--- src/rtl/core/ibs_pkg.sv ---
// Package for the indexed block store: operation and status codes, sequencer
// states and default sizes. No dependencies.
package ibs_pkg;
    localparam int DISK_BYTES_DEF = 256;
    localparam int MAX_FILES_DEF = 16;

    typedef enum logic [2:0] {
        OP_FORMAT = 3'd0, OP_CREATE = 3'd1, OP_OPEN = 3'd2, OP_CLOSE = 3'd3,
        OP_APPEND = 3'd4, OP_READ = 3'd5, OP_DELETE = 3'd6, OP_NONE = 3'd7
    } t_op;

    typedef enum logic [3:0] {
        ST_OK = 4'd0, ST_UNFORMATTED = 4'd1, ST_DISK_FULL = 4'd2,
        ST_INDEX_FULL = 4'd3, ST_NO_FILE = 4'd4, ST_NOT_OPEN = 4'd5,
        ST_ALREADY_OPEN = 4'd6, ST_BEYOND_END = 4'd7, ST_NO_SLOT = 4'd8
    } t_status;

    typedef enum logic [4:0] {
        S_IDLE, S_FMT_DIV, S_FMT_CLR, S_DISPATCH, S_CR_SCAN, S_ALLOC, S_AL_CHK,
        S_AL_DONE, S_AP_RDIX, S_AP_WAIT, S_AP_WDATA, S_AP_WIX, S_AP_WNEW,
        S_RD_DIV, S_RD_IX, S_RD_IXW, S_RD_DAT, S_RD_DATW, S_DL_RDIX,
        S_DL_RDW, S_DL_FREE, S_DL_CLR, S_DL_NEXT, S_DONE
    } t_state;
endpackage

--- src/rtl/core/indexed_block_store_unit.sv ---
// Indexed block store: one command per item. Format clears disk and bitmap; create and
// append scan the block bitmap one block at a time. The next item can be accepted as soon
// as the result shows, even while it waits. Reset is synchronous, active low, and leaves
// the store unformatted. Uses ibs_pkg, ibs_ram.
module indexed_block_store_unit #(
    parameter int DISK_BYTES = ibs_pkg::DISK_BYTES_DEF,
    parameter int MAX_FILES = ibs_pkg::MAX_FILES_DEF
) (
    input  logic       i_clk,
    input  logic       i_rst_n,
    input  logic       i_cfg_we,
    input  logic [5:0] i_cfg_wdata,
    input  logic       i_valid,
    output logic       o_ready,
    input  logic [2:0] i_operation,
    input  logic [3:0] i_file_slot,
    input  logic [7:0] i_data_byte,
    input  logic [7:0] i_byte_offset,
    output logic       o_valid,
    input  logic       i_ready,
    output logic [3:0] o_status,
    output logic [7:0] o_read_byte,
    output logic [3:0] o_slot_given
);
    localparam int AW = $clog2(DISK_BYTES);
    localparam int NSLOT = (MAX_FILES < 16) ? MAX_FILES : 16;
    localparam int SW = (NSLOT > 1) ? $clog2(NSLOT) : 1;
    localparam int CNTW = 9;
    localparam int MAX_BLOCKS = 256;

    ibs_pkg::t_state r_state, n_state;

    logic [5:0] r_cfg;
    logic [5:0] r_bsize, n_bsize;
    logic [CNTW-1:0] r_nblocks, n_nblocks;
    logic [CNTW-1:0] r_free, n_free;
    logic r_fmt, n_fmt;
    logic [NSLOT-1:0] r_sval, n_sval, r_sopen, n_sopen;
    logic [8:0] r_slen [NSLOT];
    logic [5:0] r_sblk [NSLOT];
    logic [7:0] r_sidx [NSLOT];
    logic [8:0] n_slen;
    logic [5:0] n_sblk;
    logic [7:0] n_sidx;
    logic n_swr;

    logic [2:0] r_op, n_op;
    logic [3:0] r_slot, n_slot;
    logic [7:0] r_data, n_data, r_off, n_off;
    logic [3:0] r_status, n_status, r_given, n_given;
    logic [7:0] r_rbyte, n_rbyte;
    logic r_ovalid, n_ovalid;
    logic [3:0] r_ostatus, n_ostatus, r_ogiven, n_ogiven;
    logic [7:0] r_orbyte, n_orbyte;

    logic [12:0] r_acc, n_acc;
    logic [8:0] r_cnt, n_cnt;
    logic [8:0] r_quo, n_quo;
    logic [5:0] r_j, n_j;
    logic [7:0] r_blk, n_blk;
    logic [12:0] r_base, n_base;
    logic [5:0] r_frag, n_frag;

    logic ram_we;
    logic [AW-1:0] ram_addr;
    logic [7:0] ram_wdata, ram_rdata;
    logic [12:0] addr_full;

    logic tkn_we;
    logic [7:0] tkn_addr;
    logic tkn_wdata, tkn_rdata;

    logic [SW-1:0] sidx;
    assign sidx = r_slot[SW-1:0];
    logic slot_ok;
    assign slot_ok = ({1'b0, r_slot} < 5'(NSLOT)) && r_sval[sidx];

    ibs_ram #(.WIDTH(8), .DEPTH(DISK_BYTES)) u_disk (
        .i_clk(i_clk), .i_we(ram_we), .i_addr(ram_addr),
        .i_wdata(ram_wdata), .o_rdata(ram_rdata)
    );

    ibs_ram #(.WIDTH(1), .DEPTH(MAX_BLOCKS)) u_taken (
        .i_clk(i_clk), .i_we(tkn_we), .i_addr(tkn_addr),
        .i_wdata(tkn_wdata), .o_rdata(tkn_rdata)
    );

    assign o_ready = (r_state == ibs_pkg::S_IDLE);
    assign o_valid = r_ovalid;
    assign o_status = r_ostatus;
    assign o_read_byte = r_orbyte;
    assign o_slot_given = r_ogiven;

    always_ff @(posedge i_clk) begin
        if (!i_rst_n) begin
            r_state <= ibs_pkg::S_IDLE;
            r_cfg <= 6'd4;
            r_bsize <= 6'd4;
            r_nblocks <= '0;
            r_free <= '0;
            r_fmt <= 1'b0;
            r_sval <= '0;
            r_sopen <= '0;
            r_ovalid <= 1'b0;
            for (int k = 0; k < NSLOT; k++) begin
                r_slen[k] <= '0;
                r_sblk[k] <= '0;
                r_sidx[k] <= '0;
            end
        end else begin
            r_state <= n_state;
            if (i_cfg_we) begin
                r_cfg <= i_cfg_wdata;
            end
            r_bsize <= n_bsize;
            r_nblocks <= n_nblocks;
            r_free <= n_free;
            r_fmt <= n_fmt;
            r_sval <= n_sval;
            r_sopen <= n_sopen;
            r_ovalid <= n_ovalid;
            if (n_swr) begin
                r_slen[sidx] <= n_slen;
                r_sblk[sidx] <= n_sblk;
                r_sidx[sidx] <= n_sidx;
            end
        end
        r_op <= n_op; r_slot <= n_slot; r_data <= n_data; r_off <= n_off;
        r_status <= n_status; r_given <= n_given; r_rbyte <= n_rbyte;
        r_ostatus <= n_ostatus; r_ogiven <= n_ogiven; r_orbyte <= n_orbyte;
        r_acc <= n_acc; r_cnt <= n_cnt; r_quo <= n_quo; r_j <= n_j;
        r_blk <= n_blk; r_base <= n_base; r_frag <= n_frag;
    end

    always_comb begin
        n_state = r_state;
        n_bsize = r_bsize; n_nblocks = r_nblocks; n_free = r_free; n_fmt = r_fmt;
        n_sval = r_sval; n_sopen = r_sopen;
        n_swr = 1'b0;
        n_slen = r_slen[sidx]; n_sblk = r_sblk[sidx]; n_sidx = r_sidx[sidx];
        n_op = r_op; n_slot = r_slot; n_data = r_data; n_off = r_off;
        n_status = r_status; n_given = r_given; n_rbyte = r_rbyte;
        n_ovalid = r_ovalid;
        n_ostatus = r_ostatus; n_ogiven = r_ogiven; n_orbyte = r_orbyte;
        n_acc = r_acc; n_cnt = r_cnt; n_quo = r_quo; n_j = r_j;
        n_blk = r_blk; n_base = r_base; n_frag = r_frag;
        ram_we = 1'b0; ram_wdata = 8'd0; addr_full = r_acc;
        tkn_we = 1'b0; tkn_wdata = 1'b0; tkn_addr = r_cnt[7:0];
        if (r_ovalid && i_ready) begin
            n_ovalid = 1'b0;
        end
        case (r_state)
            ibs_pkg::S_IDLE: begin
                if (i_valid && o_ready) begin
                    n_op = i_operation; n_slot = i_file_slot;
                    n_data = i_data_byte; n_off = i_byte_offset;
                    n_status = ibs_pkg::ST_OK; n_rbyte = 8'd0; n_given = i_file_slot;
                    if (i_operation == ibs_pkg::OP_FORMAT) begin
                        n_bsize = (r_cfg == 6'd0) ? 6'd1 : ((r_cfg > 6'd32) ? 6'd32 : r_cfg);
                        n_acc = 13'(DISK_BYTES);
                        n_quo = '0;
                        n_state = ibs_pkg::S_FMT_DIV;
                    end else if (i_operation == ibs_pkg::OP_NONE) begin
                        n_state = ibs_pkg::S_DONE;
                    end else if (!r_fmt) begin
                        n_status = ibs_pkg::ST_UNFORMATTED;
                        n_state = ibs_pkg::S_DONE;
                    end else begin
                        n_state = ibs_pkg::S_DISPATCH;
                    end
                end
            end
            ibs_pkg::S_FMT_DIV: begin
                if (r_acc >= 13'(r_bsize) && r_quo < 9'd256) begin
                    n_acc = r_acc - 13'(r_bsize);
                    n_quo = r_quo + 9'd1;
                end else begin
                    n_nblocks = (r_quo > 9'd256) ? 9'd256 : r_quo;
                    n_free = n_nblocks;
                    n_fmt = 1'b1;
                    n_sval = '0; n_sopen = '0;
                    n_acc = '0;
                    n_state = ibs_pkg::S_FMT_CLR;
                end
            end
            ibs_pkg::S_FMT_CLR: begin
                ram_we = 1'b1;
                addr_full = r_acc;
                tkn_we = (r_acc < 13'(MAX_BLOCKS));
                tkn_addr = r_acc[7:0];
                if (r_acc == 13'(DISK_BYTES - 1)) begin
                    n_state = ibs_pkg::S_DONE;
                end
                n_acc = r_acc + 13'd1;
            end
            ibs_pkg::S_DISPATCH: begin
                if (r_op == ibs_pkg::OP_CREATE) begin
                    if (r_free == '0) begin
                        n_status = ibs_pkg::ST_DISK_FULL;
                        n_state = ibs_pkg::S_DONE;
                    end else begin
                        n_slot = 4'd0;
                        n_state = ibs_pkg::S_CR_SCAN;
                    end
                end else if (!slot_ok) begin
                    n_status = ibs_pkg::ST_NO_FILE;
                    n_state = ibs_pkg::S_DONE;
                end else begin
                    case (r_op)
                        ibs_pkg::OP_OPEN: begin
                            if (r_sopen[sidx]) n_status = ibs_pkg::ST_ALREADY_OPEN;
                            else n_sopen[sidx] = 1'b1;
                            n_state = ibs_pkg::S_DONE;
                        end
                        ibs_pkg::OP_CLOSE: begin
                            if (!r_sopen[sidx]) n_status = ibs_pkg::ST_NOT_OPEN;
                            else n_sopen[sidx] = 1'b0;
                            n_state = ibs_pkg::S_DONE;
                        end
                        ibs_pkg::OP_APPEND, ibs_pkg::OP_READ: begin
                            if (!r_sopen[sidx]) begin
                                n_status = ibs_pkg::ST_NOT_OPEN;
                                n_state = ibs_pkg::S_DONE;
                            end else if (r_op == ibs_pkg::OP_READ &&
                                         {1'b0, r_off} >= r_slen[sidx]) begin
                                n_status = ibs_pkg::ST_BEYOND_END;
                                n_state = ibs_pkg::S_DONE;
                            end else begin
                                n_acc = (r_op == ibs_pkg::OP_READ) ? 13'(r_off)
                                                                   : 13'(r_slen[sidx]);
                                n_quo = '0;
                                n_state = ibs_pkg::S_RD_DIV;
                            end
                        end
                        default: begin
                            n_j = '0;
                            n_state = ibs_pkg::S_DL_RDIX;
                        end
                    endcase
                end
            end
            ibs_pkg::S_CR_SCAN: begin
                if (!r_sval[sidx]) begin
                    n_cnt = '0;
                    n_state = ibs_pkg::S_ALLOC;
                end else if ({1'b0, r_slot} >= 5'(NSLOT - 1)) begin
                    n_status = ibs_pkg::ST_NO_SLOT;
                    n_slot = r_given;
                    n_state = ibs_pkg::S_DONE;
                end else begin
                    n_slot = r_slot + 4'd1;
                end
            end
            ibs_pkg::S_ALLOC: begin
                tkn_addr = r_cnt[7:0];
                if (r_cnt >= r_nblocks || r_cnt[8]) begin
                    n_blk = 8'd0;
                    n_state = ibs_pkg::S_AL_DONE;
                end else begin
                    n_state = ibs_pkg::S_AL_CHK;
                end
            end
            ibs_pkg::S_AL_CHK: begin
                tkn_addr = r_cnt[7:0];
                if (!tkn_rdata) begin
                    tkn_we = 1'b1; tkn_wdata = 1'b1;
                    if (r_free != '0) n_free = r_free - 9'd1;
                    n_blk = r_cnt[7:0];
                    n_state = ibs_pkg::S_AL_DONE;
                end else begin
                    n_cnt = r_cnt + 9'd1;
                    n_state = ibs_pkg::S_ALLOC;
                end
            end
            ibs_pkg::S_AL_DONE: begin
                if (r_op == ibs_pkg::OP_CREATE) begin
                    n_sval[sidx] = 1'b1; n_sopen[sidx] = 1'b1;
                    n_swr = 1'b1; n_slen = '0; n_sblk = '0; n_sidx = r_blk;
                    n_given = r_slot;
                    n_state = ibs_pkg::S_DONE;
                end else begin
                    n_state = ibs_pkg::S_AP_WIX;
                end
            end
            ibs_pkg::S_RD_DIV: begin
                if (r_acc >= 13'(r_bsize)) begin
                    n_acc = r_acc - 13'(r_bsize);
                    n_quo = r_quo + 9'd1;
                end else begin
                    n_frag = r_acc[5:0];
                    n_base = 13'(r_sidx[sidx]) * 13'(r_bsize);
                    n_state = (r_op == ibs_pkg::OP_READ) ? ibs_pkg::S_RD_IX
                                                         : ibs_pkg::S_AP_RDIX;
                end
            end
            ibs_pkg::S_AP_RDIX: begin
                if (r_frag != '0 && r_sblk[sidx] != '0) begin
                    addr_full = r_base + 13'(r_sblk[sidx]) - 13'd1;
                    n_state = ibs_pkg::S_AP_WAIT;
                end else if (r_sblk[sidx] >= r_bsize) begin
                    n_status = ibs_pkg::ST_INDEX_FULL;
                    n_state = ibs_pkg::S_DONE;
                end else if (r_free == '0) begin
                    n_status = ibs_pkg::ST_DISK_FULL;
                    n_state = ibs_pkg::S_DONE;
                end else begin
                    n_cnt = '0;
                    n_state = ibs_pkg::S_ALLOC;
                end
            end
            ibs_pkg::S_AP_WAIT: begin
                n_base = 13'(ram_rdata) * 13'(r_bsize);
                n_state = ibs_pkg::S_AP_WDATA;
            end
            ibs_pkg::S_AP_WDATA: begin
                addr_full = r_base + 13'(r_frag);
                ram_we = 1'b1; ram_wdata = r_data;
                n_swr = 1'b1; n_slen = r_slen[sidx] + 9'd1;
                n_state = ibs_pkg::S_DONE;
            end
            ibs_pkg::S_AP_WIX: begin
                addr_full = r_base + 13'(r_sblk[sidx]);
                ram_we = 1'b1; ram_wdata = r_blk;
                n_swr = 1'b1; n_sblk = r_sblk[sidx] + 6'd1;
                n_base = 13'(r_blk) * 13'(r_bsize);
                n_state = ibs_pkg::S_AP_WNEW;
            end
            ibs_pkg::S_AP_WNEW: begin
                addr_full = r_base;
                ram_we = 1'b1; ram_wdata = r_data;
                n_swr = 1'b1; n_slen = r_slen[sidx] + 9'd1;
                n_state = ibs_pkg::S_DONE;
            end
            ibs_pkg::S_RD_IX: begin
                addr_full = r_base + 13'(r_quo);
                n_state = ibs_pkg::S_RD_IXW;
            end
            ibs_pkg::S_RD_IXW: begin
                n_base = 13'(ram_rdata) * 13'(r_bsize);
                n_state = ibs_pkg::S_RD_DAT;
            end
            ibs_pkg::S_RD_DAT: begin
                addr_full = r_base + 13'(r_frag);
                n_state = ibs_pkg::S_RD_DATW;
            end
            ibs_pkg::S_RD_DATW: begin
                n_rbyte = ram_rdata;
                n_state = ibs_pkg::S_DONE;
            end
            ibs_pkg::S_DL_RDIX: begin
                if (r_j < r_sblk[sidx] && r_j < r_bsize) begin
                    addr_full = 13'(r_sidx[sidx]) * 13'(r_bsize) + 13'(r_j);
                    n_state = ibs_pkg::S_DL_RDW;
                end else begin
                    n_blk = r_sidx[sidx];
                    n_j = r_bsize;
                    n_state = ibs_pkg::S_DL_FREE;
                end
            end
            ibs_pkg::S_DL_RDW: begin
                n_blk = ram_rdata;
                n_state = ibs_pkg::S_DL_FREE;
            end
            ibs_pkg::S_DL_FREE: begin
                tkn_addr = r_blk;
                n_base = 13'(r_blk) * 13'(r_bsize);
                n_cnt = '0;
                n_state = ibs_pkg::S_DL_CLR;
            end
            ibs_pkg::S_DL_CLR: begin
                tkn_addr = r_blk;
                if (r_cnt == '0 && tkn_rdata) begin
                    tkn_we = 1'b1;
                    n_free = r_free + 9'd1;
                end
                addr_full = r_base + 13'(r_cnt);
                ram_we = 1'b1;
                n_cnt = r_cnt + 9'd1;
                if (r_cnt + 9'd1 >= 9'(r_bsize)) n_state = ibs_pkg::S_DL_NEXT;
            end
            ibs_pkg::S_DL_NEXT: begin
                if (r_j >= r_bsize) begin
                    n_sval[sidx] = 1'b0; n_sopen[sidx] = 1'b0;
                    n_swr = 1'b1; n_slen = '0; n_sblk = '0; n_sidx = '0;
                    n_state = ibs_pkg::S_DONE;
                end else begin
                    n_j = r_j + 6'd1;
                    n_state = ibs_pkg::S_DL_RDIX;
                end
            end
            ibs_pkg::S_DONE: begin
                if (!r_ovalid || i_ready) begin
                    n_ovalid = 1'b1;
                    n_ostatus = r_status; n_orbyte = r_rbyte; n_ogiven = r_given;
                    n_state = ibs_pkg::S_IDLE;
                end
            end
            default: n_state = ibs_pkg::S_IDLE;
        endcase
        if (addr_full >= 13'(DISK_BYTES)) ram_we = 1'b0;
        ram_addr = addr_full[AW-1:0];
    end
endmodule

--- src/rtl/core/ibs_ram.sv ---
// Generic single-port RAM with registered read data.
// No dependencies.
module ibs_ram #(
    parameter int WIDTH = 8,
    parameter int DEPTH = 256
) (
    input  logic                     i_clk,
    input  logic                     i_we,
    input  logic [$clog2(DEPTH)-1:0] i_addr,
    input  logic [WIDTH-1:0]         i_wdata,
    output logic [WIDTH-1:0]         o_rdata
);
    logic [WIDTH-1:0] r_mem [DEPTH];

    always_ff @(posedge i_clk) begin
        if (i_we) begin
            r_mem[i_addr] <= i_wdata;
        end
        o_rdata <= r_mem[i_addr];
    end
endmodule

--- config.mk ---
export PLATFORM = sky130hd
export DESIGN_NAME = indexed_block_store_unit
export DESIGN_NICKNAME = d
export VERILOG_FILES = /design/src/rtl/core/ibs_pkg.sv /design/src/rtl/core/indexed_block_store_unit.sv /design/src/rtl/core/ibs_ram.sv
export SDC_FILE = /design/constraint.sdc
export NUM_CORES = 2
export LEC_CHECK = 0
export BUFFER_PORTS_ARGS = -buffer_cell sky130_fd_sc_hd__buf_2
export CELL_PAD_IN_SITES_DETAIL_PLACEMENT = 0
export CELL_PAD_IN_SITES_GLOBAL_PLACEMENT = 1
export CORE_MARGIN = 1.5
export CORE_UTILIZATION = 57
export CTS_CLUSTER_SIZE = 40
export DETAILED_ROUTE_END_ITERATION = 16
export PLACE_DENSITY = 0.87
export SYNTH_ARGS = -nofsm -noshare
export SYNTH_HDL_FRONTEND = slang
export SYNTH_SLANG_ARGS = --single-unit
--- constraint.sdc ---
create_clock -name i_clk -period 21.1 [get_ports i_clk]
set_clock_uncertainty 0.15 [all_clocks]
set_input_delay 4.22 -clock i_clk [delete_from_list [all_inputs] [get_ports i_clk]]
set_output_delay 4.22 -clock i_clk [all_outputs]
set_load 0.005 [all_outputs]
Word level (Yosys, flattened, before mapping):

Memory sizes are Yosys's and may differ from the RTL's. A register that Yosys moved wholly into a read port is not among the register bits.
Index checks and enable logic that the tools add are counted.

* $add $sub $neg: 16
* multipliers: 3
* $lt $le $gt $ge: 16
* eq/ne operators: 70
* multiplexer cells: 165
* bitwise gates (word level): 7
* reduce and logical (&&, ||, !) cells: 65

Operator list (number)
* 9-bit two-way mux: 23
* 13-bit two-way mux: 12
* 16-bit two-way mux: 9
* 5-bit one-hot mux with 22 select lines: 1
* 5-bit two-way mux: 20
* 4-bit two-way mux: 24
* 13-bit one-hot mux with 7 select lines: 1
* 13-bit one-hot mux with 5 select lines: 1
* 16-bit one-hot mux with 4 select lines: 1
* 8-bit one-hot mux with 2 select lines: 4
* 6-bit two-way mux: 10
* 2-bit inequality test (second input constant): 29
* 8-bit two-way mux: 7
* 9-bit one-hot mux with 3 select lines: 2
* 16-bit one-hot mux with 3 select lines: 1
* 9-bit one-hot mux with 5 select lines: 1
* 5-bit by 4-bit == test with 1-bit output (second input constant): 8
* 5-bit == test (second input constant): 8
* 13-bit by 6-bit adder with 13-bit output: 3
* 8-bit by 6-bit multiplier with 13-bit output: 3
* 13-bit one-hot mux with 3 select lines: 1
* 9-bit by 1-bit adder with 9-bit output (second input constant): 4
* 6-bit one-hot mux with 3 select lines: 2
* 9-bit one-hot mux with 4 select lines: 1
* other kinds (78): 166

* flip-flop bits (word level): 188
* memory bits (writable): 2672
* logic and storage cells: 373
* memories: 5

Memories
* u_disk.r_mem: words 256, bits a word 8, rd ports 1, clocked after memory_dff 1, wr ports 1, line ibs_ram.sv:13 `logic [WIDTH-1:0] r_mem [DEPTH];`
* u_taken.r_mem: words 256, bits a word 1, rd ports 1, clocked after memory_dff 1, wr ports 1, line ibs_ram.sv:13
* r_slen: words 16, bits a word 9, rd ports 1, clocked after memory_dff 1, wr ports 16, line indexed_block_store_unit.sv:39 `logic [8:0] r_slen [NSLOT];`
* r_sidx: words 16, bits a word 8, rd ports 1, clocked after memory_dff 1, wr ports 16, line indexed_block_store_unit.sv:41 `logic [7:0] r_sidx [NSLOT];`
* r_sblk: words 16, bits a word 6, rd ports 1, clocked after memory_dff 1, wr ports 16, line indexed_block_store_unit.sv:40 `logic [5:0] r_sblk [NSLOT];`

Longest topological paths before layout:

* word-level depth: 11
* gate-level depth with buffers: 29
* gate-level depth less buffers: 22

By module:

Synthesis repeated with hierarchy kept, for this count alone.

* cells, all modules: 7405
* area, all modules: 123245.7 um^2

By module, submodules not included
* ibs_ram (u_disk): instances 1, cells an instance 3547, area each 78492.8 um^2, sequential area each 61659.1 um^2
* indexed_block_store_unit: instances 1, cells an instance 3110, area each 33746.1 um^2, sequential area each 16085.4 um^2
* ibs_ram (u_taken): instances 1, cells an instance 748, area each 11006.8 um^2, sequential area each 7707.4 um^2

Worst setup path before layout:

Ideal clock, no wire load.

* kind: reg2reg
* start: register r_state[1]
* end: memory u_taken.r_mem[0], data pin
* arrival time: 7.358 ns
* path slack: 12.180 ns
* stages on the path, launching flop included: 7
* path buffers: 2
* path through: dfxtp_1 clkbuf_1 clkbuf_1 nand2_1 nor2_1 nand2_1 nor2_1

* cells in the longest elaborated chain, start to end: 2

RTL lines
* start: declaration: line indexed_block_store_unit.sv:31 `ibs_pkg::t_state r_state, n_state;`
* start signal: assignment: line indexed_block_store_unit.sv:96 `r_state <= ibs_pkg::S_IDLE;`
* start signal: assignment: line indexed_block_store_unit.sv:111 `r_state <= n_state;`
* 5-bit by 3-bit == test with 1-bit output: line indexed_block_store_unit.sv:152 `case (r_state)`
* 1-bit two-way mux: line indexed_block_store_unit.sv:152
* net tkn_wdata: line indexed_block_store_unit.sv:71 `logic tkn_wdata, tkn_rdata;`
* end: declaration: line ibs_ram.sv:13

The timed path passes the listed nets, and every way through them passes these cells.

==> summary.txt <==
RUN STATUS
--------------------------------------------------------------------------
Result of the run                                             complete, no violations

CLOCK NETWORK
--------------------------------------------------------------------------
CTS sink count                                                       2,873
Number of H-tree levels                                                  5
CTS hold repair buffers                                                  0
Cell chosen for the clock root                                sky130_fd_sc_hd__clkbuf_16
Insertion delay to the later sink of the worst-skew pair           0.98 ns
Maximum clock insertion buffer count                                     4
Clock tree from TritonCTS                                              yes
Post-CTS Resized                                                         0
Cts bufs inserted                                                      305
Clock transition at the registers of the reported paths            0.06 ns
Number of buffers added for setup after CTS                              0

PLACE
--------------------------------------------------------------------------
DP Wirelength                                                   217,000 um
PortBufs                                                                51
Final GP Congestion                                                  0.938
Instance area after placement                                    0.129 mm2

CELLS AND AREA
--------------------------------------------------------------------------
Area Growth Syn to Fin                                               9.94%
Nets                                                                 9,826
Post-Layout Inst Area                                            0.139 mm2
Combined flip-flop and latch cell area                          0.0855 mm2
Total area of multi-input combinational cells                   0.0377 mm2
Share of cells above drive strength 1                               0.0925
Count of fill cells added during filler insertion                   16,000
Most common cell after layout, fill and taps aside            sky130_fd_sc_hd__edfxtp_1
Commonest cells after routing, fill and taps aside            sky130_fd_sc_hd__edfxtp_1, sky130_fd_sc_hd__nand2_1, sky130_fd_sc_hd__nor2_1, sky130_fd_sc_hd__nand3_1, sky130_fd_sc_hd__mux2i_1

LOGIC SYNTHESIS
--------------------------------------------------------------------------
Synthesized netlist net count                                        9,986
Post-synth cell types                                                   84
Proportion of synthesized chip area in sequential cells              0.675
Instance count of the mapped netlist                                 9,724
Area fraction of the dominant cell type after synthesis              0.662
Library cell with the largest summed area after synthesis     sky130_fd_sc_hd__edfxtp_1
Number of enable flip-flop cells after synthesis                     2,791
Top area cells in the synthesized netlist                     sky130_fd_sc_hd__edfxtp_1, sky130_fd_sc_hd__nand2_1, sky130_fd_sc_hd__mux2i_1
Share of flip-flops with an asynchronous set or reset                    0
Area of the mapped netlist                                       0.127 mm2
Flops & latches, synth                                               2,873
Average size of a mapped cell                                     13.0 um2
Yosys warnings                                                           0
Primary flip-flop cell chosen by synthesis mapping            sky130_fd_sc_hd__edfxtp_1

PWR
--------------------------------------------------------------------------
Leakage power of the design                                      0.0503 uW
Power density of the placed cells                               137 mW/mm2
Total power                                                      19,100 uW
Peak supply drop                                                  0.153 mV

ROUTE
--------------------------------------------------------------------------
Starting DRC count in detailed routing                              12,400
Number of vias after detailed routing                               84,500
Post-Route WL                                                   363,000 um
Number of vias per cell                                               6.64
Wire per inst                                                      28.5 um
First-pass iteration count of the detailed router                        7
Residual DRC count                                                       0
Count of antenna-violating nets left after detailed routing              0

GLOBAL ROUTE
--------------------------------------------------------------------------
Wire length of the first global-routing pass                    530,000 um
Initial antenna violation count                                          9
Via count of the first global-routing pass                          81,300
Pin count of the biggest net entering global routing                   180
Global route overflow                                                    0
All-layer global routing usage                                       0.320

WORST HOLD PATH
--------------------------------------------------------------------------
Classification of the worst-slack hold path                     reg -> reg

TIMING
--------------------------------------------------------------------------
Worst max-slew margin expressed relative to the limit               0.0568
Clock period minus final worst setup slack                        10.94 ns
Transition time at the pin with the least slew margin              1.41 ns
Total Negative Setup Slacks                                           0 ns
Period utilization                                                   0.519
Hold WS                                                           0.270 ns
Final number of hold-violating endpoints                                 0
Setup repair after global routing missed its margin                     no
# setup viols final                                                      0
Number of max-slew violations in the final report                        0
Top achievable clock speed                                      0.0914 GHz

DIE
--------------------------------------------------------------------------
Chip width                                                          474 um
Effective utilization at floorplan                                   0.575
Die area                                                         0.225 mm2
Number of top-level pins                                                52
Site row count                                                         172
Die H                                                               474 um
Core outline area                                                0.220 mm2

FLOW RUN
--------------------------------------------------------------------------
Max Cap Viol                                                             0

CRITICAL PATH
--------------------------------------------------------------------------
CP max FO                                                               79
Endpoint type of the worst setup path                            flip-flop
Type of the worst setup path                                    reg -> reg
Critical path data arrival time                                   11.59 ns
Worst Setup Start Kind                                           flip-flop
Data required time of the worst path                              21.74 ns
Setup slack on the worst flop-to-flop path                        10.16 ns

==> per-stage QoR <==
step | instances | setup slack (ns) | utilization
2_1_floorplan | 9724 | 12.18 | -
3_3_place_gp | 12200 | 10.37 | 0.588
3_5_place_dp | 12200 | 10.34 | 0.588
4_1_cts | 12700 | 10.31 | 0.632
5_1_grt | 12700 | 9.51 | 0.632
6_report | 12700 | 10.16 | 0.632
==> sequential cells by signal, summed over array words and instances, names as in the netlist, 5 cells and up, named ones only <==
register,count
r_free,9
r_cnt,9
r_frag,6
r_j,6
u_taken.r_mem,256
r_cfg,6
r_rbyte,8
r_nblocks,9
u_disk.o_rdata,8
u_disk.r_mem,2048
r_sidx,128
r_base,13
r_acc,13
r_state,5
r_bsize,6
o_read_byte,8
r_sopen,16
r_blk,8
r_sval,16
r_slen,144
r_data,8
r_quo,9
r_off,8
r_sblk,96
==> final timing paths <==
kind	startpoint	to	depth (start not counted)
min	r_rbyte[4]$_SDFFCE_PN0P_	o_read_byte[4]$_DFFE_PP_	0
max reg2reg	flip-flop	u_disk.o_rdata[2]$_DFF_P_	25
max	flip-flop	u_disk.o_rdata[2]$_DFF_P_	25
min reg2reg	r_rbyte[4]$_SDFFCE_PN0P_	o_read_byte[4]$_DFFE_PP_	0
==> critical path, stage by stage (launching register included) <==
cell and delay (ns):
sky130_fd_sc_hd__dfxtp_4 0.62, sky130_fd_sc_hd__buf_4 0.58, sky130_fd_sc_hd__buf_4 0.77, sky130_fd_sc_hd__nor2b_1 0.15
sky130_fd_sc_hd__a22oi_1 0.27, sky130_fd_sc_hd__nand3_1 0.10, sky130_fd_sc_hd__o21ai_0 0.58, sky130_fd_sc_hd__inv_1 0.18
sky130_fd_sc_hd__ha_1 0.24, sky130_fd_sc_hd__and2_1 0.16, sky130_fd_sc_hd__a22oi_1 0.26, sky130_fd_sc_hd__or4_4 0.21
sky130_fd_sc_hd__o2111ai_4 0.10, sky130_fd_sc_hd__buf_4 0.30, sky130_fd_sc_hd__a211oi_4 0.29, sky130_fd_sc_hd__buf_4 0.75
sky130_fd_sc_hd__buf_4 0.78, sky130_fd_sc_hd__buf_4 0.92, sky130_fd_sc_hd__buf_4 0.81, sky130_fd_sc_hd__buf_4 0.66
sky130_fd_sc_hd__mux2i_1 0.28, sky130_fd_sc_hd__a221oi_1 0.11, sky130_fd_sc_hd__a31oi_1 0.34, sky130_fd_sc_hd__a31oi_1 0.22
sky130_fd_sc_hd__nor4_1 0.52, sky130_fd_sc_hd__nor4_1 0.11
==> layout make-up <==
type                    instances  share of cell area
diodes                          4           0.0000720
clock buffers                 365              0.0576
clock inverters               155              0.0124
inverters                     217             0.00586
multi-input cells            5928               0.271
flip-flops and latches       2873               0.614
well taps                    2958              0.0266
repair buffers                239              0.0123
==> synthesized netlist by cell type, types with 41 or more instances <==
master / number
sky130_fd_sc_hd__edfxtp_1: 2791
sky130_fd_sc_hd__nand2_1: 1556
sky130_fd_sc_hd__nor2_1: 1066
sky130_fd_sc_hd__nand3_1: 574
sky130_fd_sc_hd__clkbuf_1: 405
sky130_fd_sc_hd__mux2i_1: 403
sky130_fd_sc_hd__a21oi_1: 289
sky130_fd_sc_hd__a221oi_1: 237
sky130_fd_sc_hd__inv_1: 215
sky130_fd_sc_hd__buf_2: 203
sky130_fd_sc_hd__a22oi_1: 170
sky130_fd_sc_hd__ha_1: 151
sky130_fd_sc_hd__a31oi_1: 132
sky130_fd_sc_hd__mux4_2: 126
sky130_fd_sc_hd__o21ai_0: 126
sky130_fd_sc_hd__and2_1: 96
sky130_fd_sc_hd__nor4_1: 84
sky130_fd_sc_hd__dfxtp_1: 82
sky130_fd_sc_hd__fa_1: 77
sky130_fd_sc_hd__a2111oi_0: 68
sky130_fd_sc_hd__xnor2_1: 61
sky130_fd_sc_hd__and3_1: 57
sky130_fd_sc_hd__buf_1: 57
sky130_fd_sc_hd__nor3_1: 51
sky130_fd_sc_hd__a221o_1: 42
sky130_fd_sc_hd__a311oi_1: 41
==> where the power goes <==
part / leakage, uW / switching [uW] / internal [uW]
sequential: 0.0301 / 265 / 6370
combinational: 0.0155 / 5030 / 2070
clock: 0.00474 / 2170 / 3140
==> per-layer routing <==
metal / vias to the layer above / track usage / share of wire
met5: - / 0 / 0.00014
met1: 41900 / 0.444 / 0.38
li1: 36000 / - / -
met2: 5680 / 0.485 / 0.45
met4: 8 / 0.127 / 0.042
met3: 875 / 0.0807 / 0.13
==> cell families after synthesis <==
group | count (synthesis) | share of synthesized area
adder cells (fa/ha/maj) | 228 | 0.0271
AND/OR/NAND/NOR | 3622 | 0.122
flip-flops | 2873 | 0.675
AO/OA/AOI/OAI | 1451 | 0.0836
multiplexers | 532 | 0.0546
XOR/XNOR | 95 | 0.00658
buffers and inverters | 923 | 0.0310
No activity file was read; power rests on OpenSTA's default activity.
